==> src/hdl/mdwc_pkg.sv <==
package mdwc_pkg;

    // default configuration of the top level
    localparam int WINDOW_MAX_DEF  = 16;
    localparam int COORD_WIDTH_DEF = 32;

    // width of the window length register and its value after reset
    localparam int          WINDOW_LEN_W   = 5;
    localparam logic [4:0]  WINDOW_LEN_RST = 5'd10;

    // three coordinate lanes: x, y, z
    localparam int LANES = 3;

    // digit width of the serial squarer
    localparam int DIGIT_W = 4;

    // handshake between the top level and the distance unit
    typedef struct packed {
        logic busy;
        logic done;
    } mdwc_dist_stat_t;

endpackage

==> src/hdl/mdwc_dist.sv <==
module mdwc_dist
    import mdwc_pkg::*;
#(
    parameter int COORD_WIDTH = COORD_WIDTH_DEF,
    localparam int MAG_W  = COORD_WIDTH + 1,
    localparam int ROOT_W = MAG_W
)
(
    input  logic                        clk,
    input  logic                        rst_n,
    input  logic                        start,
    input  logic [LANES-1:0][MAG_W-1:0] mag,
    output mdwc_dist_stat_t             stat,
    output logic [ROOT_W-1:0]           root
);

    localparam int NDIG   = (MAG_W + DIGIT_W - 1) / DIGIT_W;
    localparam int PAD_W  = NDIG * DIGIT_W;
    localparam int RAD_W  = 2 * MAG_W;
    localparam int REM_W  = ROOT_W + 2;
    localparam int CNT_W  = $clog2(ROOT_W);
    localparam int ADD_W  = MAG_W + DIGIT_W + 2;

    typedef enum logic [2:0] {
        DS_IDLE   = 3'b001,
        DS_SQUARE = 3'b010,
        DS_ROOT   = 3'b100
    } dist_state_t;

    dist_state_t              state_reg, state_next;
    logic [CNT_W-1:0]         cnt_reg, cnt_next;
    logic                     done_reg, done_next;
    logic [LANES-1:0][MAG_W-1:0] mag_reg, mag_next;
    logic [LANES-1:0][PAD_W-1:0] dig_reg, dig_next;
    logic [RAD_W-1:0]         acc_reg, acc_next;
    logic [REM_W-1:0]         rem_reg, rem_next;
    logic [ROOT_W-1:0]        root_reg, root_next;

    logic [ADD_W-1:0]         prod_sum;
    logic [REM_W-1:0]         rem_sh;
    logic [REM_W-1:0]         trial;

    always_comb
    begin
        state_next = state_reg;
        cnt_next   = cnt_reg;
        done_next  = 1'b0;
        mag_next   = mag_reg;
        dig_next   = dig_reg;
        acc_next   = acc_reg;
        rem_next   = rem_reg;
        root_next  = root_reg;

        // sum of the three partial products for the current digit
        prod_sum = '0;
        for (int l = 0; l < LANES; l++)
        begin
            prod_sum = prod_sum + ADD_W'(mag_reg[l]) * ADD_W'(dig_reg[l][PAD_W-1 -: DIGIT_W]);
        end

        // one root bit per cycle, radicand taken two bits at a time from acc
        rem_sh = {rem_reg[REM_W-3:0], acc_reg[RAD_W-1 -: 2]};
        trial  = {root_reg, 2'b01};

        unique case (state_reg)
            DS_IDLE:
            begin
                if (start)
                begin
                    mag_next = mag;
                    for (int l = 0; l < LANES; l++)
                    begin
                        dig_next[l] = PAD_W'(mag[l]);
                    end
                    acc_next   = '0;
                    cnt_next   = '0;
                    state_next = DS_SQUARE;
                end
            end
            DS_SQUARE:
            begin
                acc_next = (acc_reg << DIGIT_W) + RAD_W'(prod_sum);
                for (int l = 0; l < LANES; l++)
                begin
                    dig_next[l] = dig_reg[l] << DIGIT_W;
                end
                cnt_next = cnt_reg + 1'b1;
                if (cnt_reg == CNT_W'(NDIG - 1))
                begin
                    cnt_next   = '0;
                    rem_next   = '0;
                    root_next  = '0;
                    state_next = DS_ROOT;
                end
            end
            DS_ROOT:
            begin
                acc_next = acc_reg << 2;
                if (rem_sh >= trial)
                begin
                    rem_next  = rem_sh - trial;
                    root_next = {root_reg[ROOT_W-2:0], 1'b1};
                end
                else
                begin
                    rem_next  = rem_sh;
                    root_next = {root_reg[ROOT_W-2:0], 1'b0};
                end
                cnt_next = cnt_reg + 1'b1;
                if (cnt_reg == CNT_W'(ROOT_W - 1))
                begin
                    cnt_next   = '0;
                    done_next  = 1'b1;
                    state_next = DS_IDLE;
                end
            end
        endcase
    end

    always_ff @(posedge clk or negedge rst_n)
    begin
        if (!rst_n)
        begin
            state_reg <= DS_IDLE;
            cnt_reg   <= '0;
            done_reg  <= 1'b0;
        end
        else
        begin
            state_reg <= state_next;
            cnt_reg   <= cnt_next;
            done_reg  <= done_next;
        end
    end

    always_ff @(posedge clk)
    begin
        mag_reg  <= mag_next;
        dig_reg  <= dig_next;
        acc_reg  <= acc_next;
        rem_reg  <= rem_next;
        root_reg <= root_next;
    end

    assign stat.busy = (state_reg != DS_IDLE);
    assign stat.done = done_reg;
    assign root      = root_reg;

endmodule

==> config.mk <==
export PLATFORM = sky130hd
export DESIGN_NAME = mdwc_dist
export DESIGN_NICKNAME = d
export VERILOG_FILES = /design/src/hdl/mdwc_pkg.sv /design/src/hdl/mdwc_dist.sv
export SDC_FILE = /design/constraint.sdc
export NUM_CORES = 2
export LEC_CHECK = 0
export ABC_CLOCK_PERIOD_IN_PS = 16820
export BUFFER_PORTS_ARGS = -buffer_cell sky130_fd_sc_hd__buf_4
export CORE_MARGIN = 2
export CORE_UTILIZATION = 35
export DETAILED_ROUTE_END_ITERATION = 8
export PLACE_DENSITY = 0.51
export SYNTH_ARGS = -nofsm -noshare
export SYNTH_HDL_FRONTEND = slang
export SYNTH_SLANG_ARGS = --single-unit
==> constraint.sdc <==
create_clock -name clk -period 16.82 [get_ports clk]
set_input_delay 1.682 -clock clk [delete_from_list [all_inputs] [get_ports clk]]
set_output_delay 1.682 -clock clk [all_outputs]
set_load 0.01 [all_outputs]
* Word level (Yosys, flattened, before mapping) *
Cells that the tools add are included.

operators by class
  $add $sub $neg = 5
  $mul = 3
  magnitude comparators = 1
  equality and inequality tests = 9
  mux-type cells = 20
  reductions and logical operators = 6

operators by type and width
  operator                                             number
  case mux 108 bit (2 select lines)                    1
  case mux 66 bit (3 select lines)                     1
  case mux 33 bit (2 select lines)                     2
  multiplier 33 x 4 -> 37 bit                          3
  two-way mux 108 bit                                  1
  two-way mux 33 bit                                   3
  adder 66 x 39 -> 66 bit                              1
  two-way mux 66 bit                                   1
  adder 38 x 37 -> 39 bit                              1
  adder 37 x 37 -> 38 bit                              1
  >= comparator 35 bit                                 1
  subtractor 33 bit                                    1
  two-way mux 6 bit                                    3
  case mux 6 bit (3 select lines)                      1
  two-way mux 3 bit                                    3
  case mux 3 bit (3 select lines)                      1
  adder 6 x 1 -> 6 bit, second input constant          1
  equality test 6 x 4 -> 1 bit, second input constant  1
  equality test 6 bit, second input constant           1
  != test 2 bit, second input constant                 3
  AND reduction 2 bit                                  3
  nonzero test 2 bit                                   2
  equality test 3 x 1 -> 1 bit, second input constant  1
  equality test 3 x 2 -> 1 bit, second input constant  1
  other kinds (4)                                      6

storage, ports and cells
  register bits after elaboration = 349
  bits of input ports = 102
  output and inout port bits = 35
  word-level logic and storage cells = 56

* Longest topological paths before layout *
  depth in word-level cells = 5
  gate-level depth with buffers = 23
  gate-level depth less buffers = 21

* Worst setup path before layout *
OpenSTA, ideal clock, no wires.

  path type = input -> register
  from = input start
  to = register dig_reg[0] in the netlist's numbering, enable pin
  setup time = 0.725 ns
  arrival time = 9.276 ns
  required time = 16.095 ns
  path slack = 6.819 ns
  stages on the path = 2
  buffers on the path = 0
  cells stage by stage = inv_1 -> o21ai_0

on the way
  word-level cells in the longest chain between the ends = 2

ends and longest elaborated chain
  what                           line              RTL
  from (decl)                    mdwc_dist.sv:11   input logic start,
  != test 2 bit (no line)        -
  AND reduction 2 bit (no line)  -
  to (signal assigned)           mdwc_dist.sv:139  dig_reg <= dig_next;
  to (decl)                      mdwc_dist.sv:34   logic [LANES-1:0][PAD_W-1:0] dig_reg, dig_next;

No other way between the ends.
A chain may end at the register's enable or synchronous reset.

* Final worst setup path *
  from = register dig_reg[105] in the netlist's numbering
  to = register acc_reg[61] (data pin)

on the way
  word-level cells in the longest chain between the ends = 4

ends and longest elaborated chain
  what                              line              RTL
  multiplier 33 x 4 -> 37 bit       mdwc_dist.sv:58   prod_sum = prod_sum + ADD_W'(mag_reg[l]) * ADD_W'(dig_reg[l][PAD_W-1 -: DIGIT_W]);
  adder 38 x 37 -> 39 bit           mdwc_dist.sv:58
  adder 66 x 39 -> 66 bit           mdwc_dist.sv:82   acc_next = (acc_reg << DIGIT_W) + RAD_W'(prod_sum);
  case mux 66 bit (3 select lines)  mdwc_dist.sv:65   unique case (state_reg)
  named net acc_next[61]            mdwc_dist.sv:35   logic [RAD_W-1:0] acc_reg, acc_next;
  to (signal assigned)              mdwc_dist.sv:140  acc_reg <= acc_next;
  to (decl)                         mdwc_dist.sv:35

The timed path passes the listed nets, and every way through them passes these cells.

==> results.tsv <==
stage	metric	value	unit
outcome	outcome	finished, final reports clean	
route	first_pass_iters	5	
synthesis	synth_cells	2901	
synthesis	yosys-top-cells-area	edfxtp_1 35%, fa_1 25%, nand2_1 7.9%, inv_1 6.2%, and2_1 4.4%	
critical_path	crit_end	acc_reg[61]$_DFFE_PP_	
cts	clk_path_buf_depth	3	
timing	finalSetupViolCount	0	
global_routing	grt_max_degree	91	
route	drtIter0Drc	1212	
route	wl_per_cell	17.9	um
floorplanning	row_count	105	
timing	maxSlewViolCount	0	
final_layout	nFillCells	8119	
cts	cts_max_level	2	
final_layout	syn2layout_area_growth	12.1	%
synthesis	synth_common_cells	609 x nand2_1, 473 x inv_1, 356 x fa_1, 339 x edfxtp_1, 204 x and2_1	
cts	path_clk_slew	60	ps
cts	holdBufCountCts	0	
synthesis	yosys_most_used_dff	edfxtp_1	
critical_path	crit_type	reg2reg	
timing	slew-limit-headroom	24.7	%
critical_path	r2r-end	acc_reg[61]$_DFFE_PP_	
critical_path	cp_cell_sequence	nand2_1 > fa_1 > fa_1 > inv_1 > fa_1 > fa_1 > inv_1 > fa_1 > inv_1 > ha_1 > a211oi_1 > o21bai_1 > nor3_1 > o21ai_0 > a22o_1 > o211ai_1 > nor2_1 > xnor2_1 > o21ai_0	
floorplanning	pin_count	137	
floorplanning	die_y	291	um
synthesis	synth_area	28900	sq um
timing	tightestPinTransition	1130	ps
critical_path	crit_path_start	dig_reg[105]$_SDFFCE_PN0P_	
critical_path	start_kind	register	
synthesis	synth-edff-count	339	
global_routing	overflow	0	
placement	hpwl	56400	um
timing	rsz0062_at_grt	false	
job	maxCapViolations	0	
worst_hold_path	min_path_type	reg2reg	
synthesis	synth_top_area_share	35.3	%
critical_path	r2r_cells	19	
cts	root_buffer	clkbuf_16	
critical_path	critical-path-max-stage-delay	1090	ps
global_routing	grt_pass1_wl	119000	um
timing	fmax	0.131	GHz
critical_path	crit_arrival	7910	ps
global_routing	grt_pass1_vias	21436	
synthesis	synthArstFlopShare	2.87	%
floorplanning	die_x	291	um
global_routing	antenna_found_initial	4	
worst_hold_path	hp-start	dig_reg[36]$_SDFFCE_PP0P_	
placement	gp_congestion	0.860	
floorplanning	start_util	35.3	%
synthesis	synth.most_common_cell	nand2_1	
critical_path	crit_path_frequent_cell	fa_1	
synthesis	synth.largest_area_cell	edfxtp_1	
route	drt-vias-per-instance	4.90	
cts	clk_latency	590	ps
timing	finalCritPeriodShare	45.4	%
timing	finClkSkew	30.6	ps
critical_path	crit_slowest_cell	edfxtp_1	
timing	fin_crit	7640	ps
critical_path	worstSetupEndpointType	register	
synthesis	ys_seq_area_share	36.2	%
critical_path	r2r_slack	9180	ps
timing	fin_setup_tns	0	ps
synthesis	yosysWarnings	0	
critical_path	r2r_start	dig_reg[105]$_SDFFCE_PN0P_	
final_layout	largest_reg_flops	108	
critical_path	crit_required	17100	ps
synthesis	syn-num-nets	3456	
synthesis	ys_types	62	
cts	cts_resized	0	
placement	numPortBuffers	136	
synthesis	avgSynthCellArea	9.95	sq um
timing	hold_viol	0	
cts	cts_setup_buffers	0	
critical_path	crit_fanout	33	
final_layout	layout-drive-gt1-share	7.55	%
route	vias	20039	
cts	cts_tree	yes	
cts	cts_made_buffers	43	
cts	cts_sinks	349	
floorplanning	design.core.area	81800	sq um
floorplanning	die-area	84800	sq um
synthesis	ys_seq_elements	349	
global_routing	grt_usage	17.8	%
route	drc_errors	0	
route	final_antenna_net_count	0	
route	totalWireLength	73100	um
final_layout	fin_nets	3540	
## worst min path at each step
stage                     cells after the start  slack (ps)                      to
after floorplan                               2         480  dig_reg[100]$_DFFE_PP_
after global placement                        2         490   dig_reg[77]$_DFFE_PP_
after detailed placement                      2         500   dig_reg[42]$_DFFE_PP_
after CTS                                     2         500   dig_reg[40]$_DFFE_PP_
after global routing                          2         520   dig_reg[76]$_DFFE_PP_
final                                         2         500   dig_reg[40]$_DFFE_PP_
## critical path: cells and delay by family (launching register included)
| family | cells | cell delay (ps) |
|---|---|---|
| fa+ha+maj | 6 | 2970 |
| compound gates | 6 | 2130 |
| flops | 1 | 1090 |
| simple gates | 3 | 740 |
| xor+xnor | 1 | 210 |
| buf+inv | 3 | 160 |
## metal layers
metal | vias to the layer above | routed length [um] | track usage, %
li1 | 9418 | - | -
met4 | 0 | 2200 | 5.64
met2 | 377 | 37700 | 31.9
met1 | 10130 | 30600 | 22.2
met5 | - | 0 | 0
met3 | 114 | 2680 | 2.18
## per-stage QoR
stage / util [%] / setup slack (ps) / hold WS [ps] / instance area [sq um] / cells
3_5_place_dp: 37.8 / 9260 / 496 / 30900 / 4010
2_1_floorplan: - / 6820 / 484 / 28900 / 2901
3_3_place_gp: 37.8 / 9440 / 486 / 30900 / 4010
5_1_grt: 39.5 / 8710 / 524 / 32300 / 4091
6_report: 39.5 / 9180 / 501 / 32400 / 4092
4_1_cts: 39.5 / 9230 / 503 / 32300 / 4089
## cell usage in the layout, fill, tap and decap left out, types with 11 or more instances in the layout
master     instances
nand2b_1          15
nand4_1           24
nor2_1           119
a211oi_1          14
o22ai_1           28
nand3_1           20
mux2i_1           19
o21ai_0           94
a21oi_1           80
and3_1            21
a21o_1            38
clkbuf_16         43
nand2_1          609
buf_4            155
and2_1           204
edfxtp_1         339
xor2_1            33
nor3_1            23
o21bai_1          13
fa_1             356
inv_1            472
ha_1              97
clkinv_1          11
xnor2_1           46
## cell type report
class / count / area [sq um] / area share, %
Antenna cell: 3 / 7.51 / 0.0232
Multi-Input combinational cell: 1963 / 16200 / 50.2
Clock buffer: 55 / 1140 / 3.53
Timing Repair Buffer: 155 / 1160 / 3.60
Tap cell: 1070 / 1340 / 4.14
Inverter: 473 / 1780 / 5.49
Sequential cell: 349 / 10400 / 32.2
Clock inverter: 24 / 253 / 0.781
## cells by family after synthesis
logic type / count (synthesis) / synth area share [%]
simple gates: 1072 / 16.8
buf+inv: 589 / 7.77
fa+ha+maj: 453 / 28.9
flops: 349 / 36.2
compound gates: 340 / 7.30
xor+xnor: 79 / 2.40
mux: 19 / 0.659
Power is not shown: default switching activity piles up to over one toggle a cycle in this logic, so the estimate is an artifact.
